### config.mk
export PLATFORM = sky130hd
export DESIGN_NAME = tcp_connection_lookup_table_top
export DESIGN_NICKNAME = d
export VERILOG_FILES = /design/src/tclt_pkg.sv /design/src/tclt_front.sv /design/src/tclt_back.sv /design/src/tcp_connection_lookup_table_top.sv
export SDC_FILE = /design/constraint.sdc
export NUM_CORES = 2
export LEC_CHECK = 0
export ABC_AREA = 1
export BUFFER_PORTS_ARGS = -buffer_cell sky130_fd_sc_hd__buf_2
export CORE_ASPECT_RATIO = 1.2
export CORE_MARGIN = 2
export CORE_UTILIZATION = 63
export CTS_CLUSTER_DIAMETER = 30
export DETAILED_ROUTE_END_ITERATION = 7
export GPL_TIMING_DRIVEN = 0
export PLACE_DENSITY_LB_ADDON = 0.1
export RECOVER_POWER = 100
export SLEW_MARGIN = 20
export SYNTH_ARGS = -nofsm -noshare
export SYNTH_HDL_FRONTEND = slang
export SYNTH_HIERARCHICAL = 1
export SYNTH_SLANG_ARGS = --single-unit
### constraint.sdc
create_clock -name i_clk -period 15.46 [get_ports i_clk]
set_clock_uncertainty 0.15 [all_clocks]
set_input_delay 1.546 -clock i_clk [delete_from_list [all_inputs] [get_ports i_clk]]
set_output_delay 1.546 -clock i_clk [all_outputs]
set_load 0.1 [all_outputs]
### src/tclt_pkg.sv
// Package for the TCP connection lookup table: commands, status codes, item types.
// No dependencies.
package tclt_pkg;

    localparam int unsigned TableEntriesDefault = 16;
    localparam int unsigned QueueDepth          = 2;

    localparam logic [1:0] CMD_LOOKUP = 2'd0;
    localparam logic [1:0] CMD_INSERT = 2'd1;
    localparam logic [1:0] CMD_REMOVE = 2'd2;

    localparam logic [2:0] ST_OK        = 3'd0;
    localparam logic [2:0] ST_MISS      = 3'd1;
    localparam logic [2:0] ST_ZERO_PORT = 3'd2;
    localparam logic [2:0] ST_DUP       = 3'd3;
    localparam logic [2:0] ST_FULL      = 3'd4;

    // one classified command as it passes from front to back
    typedef struct packed {
        logic [1:0]  cmd;
        logic [31:0] local_ip;
        logic [15:0] local_port;
        logic [31:0] remote_ip;
        logic [15:0] remote_port;
        logic        syn_flag;
        logic        as_listener;
        logic [3:0]  slot_index;
        logic        zero_port;
    } t_cmd;

    typedef struct packed {
        logic [2:0] status;
        logic [3:0] hit_slot;
        logic       from_listener;
        logic [1:0] wildcard_count;
    } t_res;

endpackage

### src/tclt_front.sv
// Front end: accepts command words, flags a zero local port, holds a short queue.
// Depends on tclt_pkg.
module tclt_front (
    input  logic           i_clk,
    input  logic           i_rst_n,
    input  logic           i_valid,
    output logic           o_ready,
    input  tclt_pkg::t_cmd i_cmd,
    output logic           o_valid,
    input  logic           i_ready,
    output tclt_pkg::t_cmd o_cmd
);
    import tclt_pkg::*;

    localparam int unsigned PW = $clog2(QueueDepth);

    t_cmd          r_q [QueueDepth];
    logic [PW-1:0] r_wp, r_rp;
    logic [PW:0]   r_cnt;
    logic          push, pop;
    t_cmd          cls;

    // classify
    always_comb begin
        cls = i_cmd;
        cls.zero_port = (i_cmd.local_port == 16'd0);
    end

    assign o_ready = (r_cnt != (PW+1)'(QueueDepth));
    assign o_valid = (r_cnt != '0);
    assign o_cmd   = r_q[r_rp];
    assign push    = i_valid && o_ready;
    assign pop     = o_valid && i_ready;

    // queue storage
    always_ff @(posedge i_clk) begin
        if (push) begin
            r_q[r_wp] <= cls;
        end
    end

    // queue pointers
    always_ff @(posedge i_clk) begin
        if (!i_rst_n) begin
            r_wp  <= '0;
            r_rp  <= '0;
            r_cnt <= '0;
        end else begin
            if (push) r_wp <= r_wp + 1'b1;
            if (pop)  r_rp <= r_rp + 1'b1;
            r_cnt <= r_cnt + (PW+1)'(push) - (PW+1)'(pop);
        end
    end

`ifndef NO_ASSERTIONS
    a_no_overflow: assert property (@(posedge i_clk) disable iff (!i_rst_n)
        r_cnt == (PW+1)'(QueueDepth) |-> !push) else $error("queue overflow");
    a_no_underflow: assert property (@(posedge i_clk) disable iff (!i_rst_n)
        r_cnt == '0 |-> !pop) else $error("queue underflow");
    a_count_step: assert property (@(posedge i_clk) disable iff (!i_rst_n)
        push && !pop |=> r_cnt == $past(r_cnt) + 1'b1) else $error("count slip");
`endif
endmodule

### src/tclt_back.sv
// Back end: table storage and a sequential scan over the slots per lookup or insert command.
// Depends on tclt_pkg.
module tclt_back #(
    parameter int unsigned TABLE_ENTRIES = tclt_pkg::TableEntriesDefault
) (
    input  logic           i_clk,
    input  logic           i_rst_n,
    input  logic           i_valid,
    output logic           o_ready,
    input  tclt_pkg::t_cmd i_cmd,
    output logic           o_valid,
    input  logic           i_ready,
    output tclt_pkg::t_res o_res
);
    import tclt_pkg::*;

    localparam int unsigned SW = (TABLE_ENTRIES > 1) ? $clog2(TABLE_ENTRIES) : 1;

    typedef enum logic [3:0] {
        S_IDLE = 4'b0001,
        S_SCAN = 4'b0010,
        S_DONE = 4'b0100,
        S_OUT  = 4'b1000
    } t_state;

    // table memory
    logic [TABLE_ENTRIES-1:0] r_valid;
    logic        m_lis  [TABLE_ENTRIES];
    logic [31:0] m_lip  [TABLE_ENTRIES];
    logic [15:0] m_lpt  [TABLE_ENTRIES];
    logic [31:0] m_rip  [TABLE_ENTRIES];
    logic [15:0] m_rpt  [TABLE_ENTRIES];
    logic [31:0] m_stp  [TABLE_ENTRIES];
    logic [31:0] r_ctr;

    t_state  r_st;
    t_cmd    r_c;
    logic [SW-1:0] r_i;
    logic    r_run_hit, r_found, r_dup, r_free_ok;
    logic [SW-1:0] r_run_slot, r_best, r_free;
    logic [1:0]    r_bwc;
    logic [31:0]   r_bage;
    t_res    r_res;
    t_res    n_res;

    // registered read of the slot being scanned
    logic        rd_lis;
    logic [31:0] rd_lip, rd_rip, rd_stp;
    logic [15:0] rd_lpt, rd_rpt;
    logic        rd_v;
    always_ff @(posedge i_clk) begin
        rd_lis <= m_lis[r_i];
        rd_lip <= m_lip[r_i];
        rd_lpt <= m_lpt[r_i];
        rd_rip <= m_rip[r_i];
        rd_rpt <= m_rpt[r_i];
        rd_stp <= m_stp[r_i];
    end

    logic [SW-1:0] r_ri;
    logic          r_rdv, r_last;
    assign rd_v = r_valid[r_ri];

    // compare logic on the registered slot
    logic        same4, lmatch;
    logic [1:0]  wc;
    logic [31:0] age;
    always_comb begin
        same4  = (rd_lip == r_c.local_ip) && (rd_lpt == r_c.local_port) &&
                 (rd_rip == r_c.remote_ip) && (rd_rpt == r_c.remote_port);
        lmatch = (rd_lpt == r_c.local_port) &&
                 (rd_lip == 32'd0 || rd_lip == r_c.local_ip) &&
                 (rd_rip == 32'd0 || rd_rip == r_c.remote_ip) &&
                 (rd_rpt == 16'd0 || rd_rpt == r_c.remote_port);
        wc     = 2'(rd_lip == 32'd0) + 2'(rd_rip == 32'd0) + 2'(rd_rpt == 16'd0);
        age    = r_ctr - rd_stp;
    end

    assign o_ready = (r_st == S_IDLE);
    assign o_valid = (r_st == S_OUT);
    assign o_res   = r_res;

    logic rm_ok;
    assign rm_ok = (32'(r_c.slot_index) < TABLE_ENTRIES) &&
                   r_valid[SW'(r_c.slot_index)];

    // result word for the finished command
    always_comb begin
        n_res = '{status: ST_MISS, hit_slot: 4'd0,
                  from_listener: 1'b0, wildcard_count: 2'd0};
        case (r_c.cmd)
            CMD_LOOKUP: begin
                if (r_run_hit) begin
                    n_res.status   = ST_OK;
                    n_res.hit_slot = 4'(r_run_slot);
                end else if (r_found) begin
                    n_res = '{status: ST_OK, hit_slot: 4'(r_best),
                              from_listener: 1'b1, wildcard_count: r_bwc};
                end
            end
            CMD_INSERT: begin
                if (r_c.zero_port) n_res.status = ST_ZERO_PORT;
                else if (r_dup)    n_res.status = ST_DUP;
                else if (!r_free_ok) n_res.status = ST_FULL;
                else begin
                    n_res.status   = ST_OK;
                    n_res.hit_slot = 4'(r_free);
                end
            end
            CMD_REMOVE: begin
                n_res.hit_slot = r_c.slot_index;
                if (rm_ok) n_res.status = ST_OK;
            end
            default: ;
        endcase
    end

    // table writes
    always_ff @(posedge i_clk) begin
        if (r_st == S_DONE && r_c.cmd == CMD_INSERT && !r_c.zero_port && !r_dup && r_free_ok) begin
            m_lis[r_free] <= r_c.as_listener;
            m_lip[r_free] <= r_c.local_ip;
            m_lpt[r_free] <= r_c.local_port;
            m_rip[r_free] <= r_c.remote_ip;
            m_rpt[r_free] <= r_c.remote_port;
            m_stp[r_free] <= r_ctr;
        end
    end

    // sequencer
    always_ff @(posedge i_clk) begin
        if (!i_rst_n) begin
            r_st    <= S_IDLE;
            r_valid <= '0;
            r_ctr   <= '0;
            r_rdv   <= 1'b0;
        end else begin
            case (r_st)
                S_IDLE: begin
                    if (i_valid) begin
                        r_c       <= i_cmd;
                        r_i       <= '0;
                        r_run_hit <= 1'b0;
                        r_found   <= 1'b0;
                        r_dup     <= 1'b0;
                        r_free_ok <= 1'b0;
                        r_bwc     <= '0;
                        r_bage    <= '0;
                        r_best    <= '0;
                        r_free    <= '0;
                        r_run_slot <= '0;
                        if (i_cmd.cmd == CMD_LOOKUP ||
                            (i_cmd.cmd == CMD_INSERT && i_cmd.local_port != 16'd0)) begin
                            r_st <= S_SCAN;
                        end else begin
                            r_st <= S_DONE;
                        end
                    end
                end
                S_SCAN: begin
                    // issue reads, evaluate previous slot
                    if (!r_last || !r_rdv) begin
                        r_ri   <= r_i;
                        r_rdv  <= 1'b1;
                        r_last <= (32'(r_i) == TABLE_ENTRIES - 1);
                        if (32'(r_i) != TABLE_ENTRIES - 1) r_i <= r_i + 1'b1;
                    end
                    if (r_rdv) begin
                        if (rd_v) begin
                            if (r_c.cmd == CMD_LOOKUP) begin
                                if (!rd_lis && same4 && !r_run_hit) begin
                                    r_run_hit  <= 1'b1;
                                    r_run_slot <= r_ri;
                                end
                                if (rd_lis && r_c.syn_flag && lmatch &&
                                    (!r_found || wc < r_bwc ||
                                     (wc == r_bwc && age < r_bage))) begin
                                    r_found <= 1'b1;
                                    r_best  <= r_ri;
                                    r_bwc   <= wc;
                                    r_bage  <= age;
                                end
                            end else if (rd_lis == r_c.as_listener && same4) begin
                                r_dup <= 1'b1;
                            end
                        end else if (!r_free_ok) begin
                            r_free_ok <= 1'b1;
                            r_free    <= r_ri;
                        end
                        if (r_last) begin
                            r_st   <= S_DONE;
                            r_rdv  <= 1'b0;
                            r_last <= 1'b0;
                        end
                    end
                end
                S_DONE: begin
                    r_res <= n_res;
                    case (r_c.cmd)
                        CMD_INSERT: begin
                            if (!r_c.zero_port && !r_dup && r_free_ok) begin
                                r_valid[r_free] <= 1'b1;
                                r_ctr <= r_ctr + 32'd1;
                            end
                        end
                        CMD_REMOVE: begin
                            if (rm_ok) r_valid[SW'(r_c.slot_index)] <= 1'b0;
                        end
                        default: ;
                    endcase
                    r_st <= S_OUT;
                end
                S_OUT: begin
                    if (i_ready) r_st <= S_IDLE;
                end
                default: r_st <= S_IDLE;
            endcase
        end
    end

`ifndef NO_ASSERTIONS
    a_out_hold: assert property (@(posedge i_clk) disable iff (!i_rst_n)
        o_valid && !i_ready |=> o_valid && $stable(r_res)) else $error("result moved");
    a_ctr_ok: assert property (@(posedge i_clk) disable iff (!i_rst_n)
        r_ctr != $past(r_ctr) |-> $past(r_st) == S_DONE) else $error("counter slip");
    a_listener_flag: assert property (@(posedge i_clk) disable iff (!i_rst_n)
        o_valid && o_res.from_listener |-> o_res.status == ST_OK) else $error("bad flag");
`endif
endmodule

### src/tcp_connection_lookup_table_top.sv
// Channel   Dir  tdata fields (low bit up)                              tuser
// s_axis    in   cmd, local_ip, local_port, remote_ip, remote_port,     -
//                syn_flag, as_listener, slot_index (104 bits)
// m_axis    out  status, hit_slot, from_listener, wildcard_count (16)   -
// Lookup and insert scan the table memory one slot a cycle; remove and
// zero-port inserts skip the scan.
// Synchronous active-low reset empties the table and zeroes the insert stamp.
// The two-word command queue lets s_axis take up to two commands while a result waits on m_axis.
// Depends on tclt_pkg, tclt_front, tclt_back.
module tcp_connection_lookup_table_top #(
    parameter int unsigned TABLE_ENTRIES = tclt_pkg::TableEntriesDefault
) (
    input  logic         i_clk,
    input  logic         i_rst_n,
    input  logic         s_axis_tvalid,
    output logic         s_axis_tready,
    input  logic [103:0] s_axis_tdata,  // cmd, local_ip, local_port, remote_ip,
                                        // remote_port, syn_flag, as_listener, slot_index
    output logic         m_axis_tvalid,
    input  logic         m_axis_tready,
    output logic [15:0]  m_axis_tdata   // status, hit_slot, from_listener, wildcard_count
);
    import tclt_pkg::*;

    t_cmd in_cmd, q_cmd;
    t_res res;
    logic q_valid, q_ready;

    // unpack input word
    always_comb begin
        in_cmd.cmd         = s_axis_tdata[1:0];
        in_cmd.local_ip    = s_axis_tdata[33:2];
        in_cmd.local_port  = s_axis_tdata[49:34];
        in_cmd.remote_ip   = s_axis_tdata[81:50];
        in_cmd.remote_port = s_axis_tdata[97:82];
        in_cmd.syn_flag    = s_axis_tdata[98];
        in_cmd.as_listener = s_axis_tdata[99];
        in_cmd.slot_index  = s_axis_tdata[103:100];
        in_cmd.zero_port   = 1'b0;
    end

    tclt_front u_front (
        .i_clk(i_clk), .i_rst_n(i_rst_n),
        .i_valid(s_axis_tvalid), .o_ready(s_axis_tready), .i_cmd(in_cmd),
        .o_valid(q_valid), .i_ready(q_ready), .o_cmd(q_cmd)
    );

    tclt_back #(.TABLE_ENTRIES(TABLE_ENTRIES)) u_back (
        .i_clk(i_clk), .i_rst_n(i_rst_n),
        .i_valid(q_valid), .o_ready(q_ready), .i_cmd(q_cmd),
        .o_valid(m_axis_tvalid), .i_ready(m_axis_tready), .o_res(res)
    );

    assign m_axis_tdata = {6'd0, res.wildcard_count, res.from_listener,
                           res.hit_slot, res.status};
endmodule
==> impl_metrics.csv <==
group,metric,value,unit
die,row_count,163,
sta,hold_violations,0,
die,start_util,63.4,%
clock_tree,clock_latency,0.97,ns
setup_path,worstPathArrival,8.71,ns
setup_path,crit_fanout,10,
cells_and_area,fin_nets,8669,
setup_path,crit_path_start_kind,"flip-flop",
clock_tree,clk_path_buf_depth,4,
power_and_ir_drop,internal-power,0.0162,W
logic_synthesis,synth_edf_count,2448,
die,fp.dieArea,0.168,mm²
global_routing,overflow,0,
power_and_ir_drop,power.total,0.0233,W
placed_design,place_hpwl,205000,µm
sta,worst_pin_slew,2.03,ns
cells_and_area,final.fill_count,10050,
sta,fmax,0.121,GHz
setup_path,crit_buf_inv,12,
drt,ant_nets,0,
sta,finalWorstSetupSlack,7.17,ns
cells_and_area,drive_gt1_share,11.2,%
drt,dr.pass1.iters,8,
clock_tree,post-cts-setup-buffers,0,
clock_tree,path_clk_slew,0.06,ns
clock_tree,cts_hold_buf,0,
clock_tree,cts_tree,"built",
cells_and_area,final_cell_count_no_fill,11027,
logic_synthesis,syn_area,0.104,mm²
power_and_ir_drop,switchingPower,0.00705,W
global_routing,grt_pass1_vias,70054,
sta,relSlewSlack,-35.5,%
power_and_ir_drop,sw_frac_of_total,30.3,%
setup_path,crit_path_frequent_cell,"clkbuf_1",
logic_synthesis,ys_seq_area_share,74.2,%
setup_path,crit_type,"reg2reg",
global_routing,grt_use_total,36.0,%
power_and_ir_drop,seq_power_share,38.3,%
sta,layout_min_cycle_time,8.29,ns
logic_synthesis,synthTopCellsByCount,"edfxtp_1 (2,448), nor2_1 (1,376), nand2_1 (640)",
run_status,violations,"DRC, capacitance limit, slew limit",
die,core_area,0.164,mm²
drt,drc,7,
logic_synthesis,synth.top_cell.area_share,70.6,%
power_and_ir_drop,p_clk_share,42.8,%
global_routing,antenna_found_initial,20,
setup_path,slowest_delay,1.03,ns
sta,layout_worst_path_cycle_share,53.6,%
die,pin_count,126,
placed_design,io_buffer_count,119,
logic_synthesis,async_reset_ff_share,0,%
die,die_h,449,µm
logic_synthesis,ys.warnings.count,6,
logic_synthesis,syn-instance-count,7597,
logic_synthesis,synthFlopType,"edfxtp_1",
setup_path,worstPathCellList,"inv_1 -> nor2_1 -> nand3_4 -> nor2_1 -> inv_1 -> clkbuf_1 -> clkbuf_1 -> nor3_1 -> clkbuf_1 -> clkbuf_1 -> clkbuf_1 -> clkbuf_1 -> clkbuf_1 -> clkbuf_1 -> clkbuf_1 -> clkbuf_1",
placed_design,gp_routability_congestion,0.926,
cells_and_area,area_growth,18.8,%
clock_tree,numCtsBuffers,444,
logic_synthesis,synth_area_leaders,"edfxtp_1 (71%), nor2_1 (5.0%), dfxtp_1 (3.6%)",
drt,wl_per_cell,27.7,µm
logic_synthesis,ys_seq_elements,2635,
setup_path,endpoint_kind,"flip-flop",
sta,setup_violations,0,
hold_path,hp-class,"reg2reg",
die,die_x,375,µm
global_routing,grt_max_degree,25,
setup_path,crit_family,"buffers and inverters",
placed_design,pre_cts_ws,9.90,ns
drt,via_count,69958,
logic_synthesis,ys_types,56,
drt,drt-vias-per-instance,6.34,
clock_tree,ctsHtreeMaxLevel,5,
sta,drv_slew,221,
logic_synthesis,syn_area_per_cell,13.7,µm²
placed_design,dp_cells,10191,
setup_path,slowest_stage,"nor3_1",
power_and_ir_drop,p_per_area,188,mW/mm²
setup_path,critPathRequiredTime,15.88,ns
clock_tree,clock_sinks,2635,
clock_tree,cts-root-buf,"clkbuf_16",
run_status,run_status,"finished with violations",
sta,rsz0062_at_grt,"no",
logic_synthesis,synth_most_common_cell,"edfxtp_1",
power_and_ir_drop,p_leak,43.6,nW
job,maxCapViolCount,12,
clock_tree,cts-resized-gates,0,
power_and_ir_drop,combinationalPowerShare,18.9,%
power_and_ir_drop,peakVddDrop,0.174,mV
drt,drtIter0Drc,8873,
logic_synthesis,yosys.area.top_type,"edfxtp_1",
drt,routed_wl,306000,µm
global_routing,grt_pass1_wl,443000,µm
path summary, 6_finish.rpt:
kind | depth (start not counted) | slack [ns] | start | end
worst max register to register | 16 | 7.17 | u_back/r_c[103]$_DFFE_PP_ | u_back/m_rip[13][15]$_DFFE_PP_
worst min-delay path | 0 | 0.31 | u_back/r_i[2]$_SDFFCE_PN0P_ | u_back/r_ri[2]$_DFFE_PP_
worst max-delay path | 16 | 7.17 | u_back/r_c[103]$_DFFE_PP_ | u_back/m_rip[13][15]$_DFFE_PP_
worst min register to register | 0 | 0.31 | u_back/r_i[2]$_SDFFCE_PN0P_ | u_back/r_ri[2]$_DFFE_PP_
state kept, by name, indices dropped and copies added (netlist names), 105 cells and up, named ones only:
signal        flops
u_back/r_c      105
u_back/m_lip    512
u_back/m_rip    512
u_back/m_stp    512
u_front/r_q     210
u_back/m_lpt    256
u_back/m_rpt    256
through the flow:
| step | area, µm² | util [%] | setup TNS, ns | hold slack [ns] |
|---|---|---|---|---|
| 2_1_floorplan | 104000 | - | 0 | 0.271 |
| 3_3_place_gp | 107000 | 65.4 | -8944.20 | 0.304 |
| 3_5_place_dp | 111000 | 67.3 | 0 | 0.299 |
| 4_1_cts | 126000 | 76.6 | 0 | 0.312 |
| 5_1_grt | 124000 | 75.3 | 0 | 0.335 |
| 6_report | 124000 | 75.3 | 0 | 0.315 |
placed cells by master, fill, tap and decap left out, types with 7 or more instances in the layout:
cell        count
clkinv_2       52
clkbuf_16     454
clkinv_4       45
o32ai_1       303
ha_1           67
nand4_1        26
o22ai_1        10
clkbuf_2       16
mux2i_1       213
xor2_1         49
dfxtp_1       187
buf_1          18
inv_6          39
nor2_1       1380
nand3_1       284
o21ai_0       613
o211ai_1       47
nor3_1         47
a21oi_1       107
o21a_1          7
inv_8          14
inv_1         317
buf_2         164
clkinvlp_4     46
o221ai_1      213
nor4_1         23
nand2_1       641
clkbuf_1      701
diode_2        23
edfxtp_1     2448
clkinv_1       34
mux2_2         35
buf_4          12
bufinv_16      63
mux2_1         65
clkbuf_8       14
xnor2_1        27
per-layer routing:
metal  wire length (µm)  global-route usage (%)
met1             103000                    42.3
met4              22500                    23.8
met5                 69                       0
met2             150000                    60.1
met3              30000                    7.49
power groups by stage:
stage | registers [W] | clock network, W | logic [W]
after CTS | 0.00889 | 0.0100 | 0.00445
final | 0.00892 | 0.00995 | 0.00439
after detailed placement | 0.00902 | 0 | 0.00437
after global routing | 0.00895 | 0.0103 | 0.00467
after global placement | 0.00906 | 0 | 0.00417
after floorplan | 0.00886 | 0 | 0.00265
area by class of cell:
| type | count | area [µm²] | area share [%] |
|---|---|---|---|
| sequential | 2635 | 77300 | 62.5 |
| multi-input combinational | 4221 | 23400 | 18.9 |
| clock buffer | 517 | 11700 | 9.49 |
| clock inverter | 296 | 3570 | 2.88 |
| tap | 2145 | 2680 | 2.17 |
| timing repair buffer | 444 | 1910 | 1.54 |
| buffer | 428 | 1820 | 1.48 |
| inverter | 318 | 1190 | 0.965 |
| antenna | 23 | 57.6 | 0.0465 |
worst reg2reg max path, cell delays in order (launching register included):
cell and delay [ns]:
edfxtp_1 0.43, inv_1 0.07, nor2_1 0.22, nand3_4 0.14
nor2_1 0.88, inv_1 0.20, clkbuf_1 0.47, clkbuf_1 0.34
nor3_1 1.03, clkbuf_1 0.46, clkbuf_1 0.47, clkbuf_1 0.49
clkbuf_1 0.50, clkbuf_1 0.55, clkbuf_1 0.48, clkbuf_1 0.53
clkbuf_1 0.48
cell families after synthesis:
kind of cell / Yosys count / share of synthesized area (%)
buf+inv: 746 / 3.01
compound gates: 1330 / 8.50
fa+ha+maj: 69 / 0.844
xor+xnor: 76 / 0.640
simple gates: 2422 / 9.41
mux: 318 / 3.36
other cells: 1 / 0.00360
flops: 2635 / 74.2
Power figures use the tool's default switching activity.
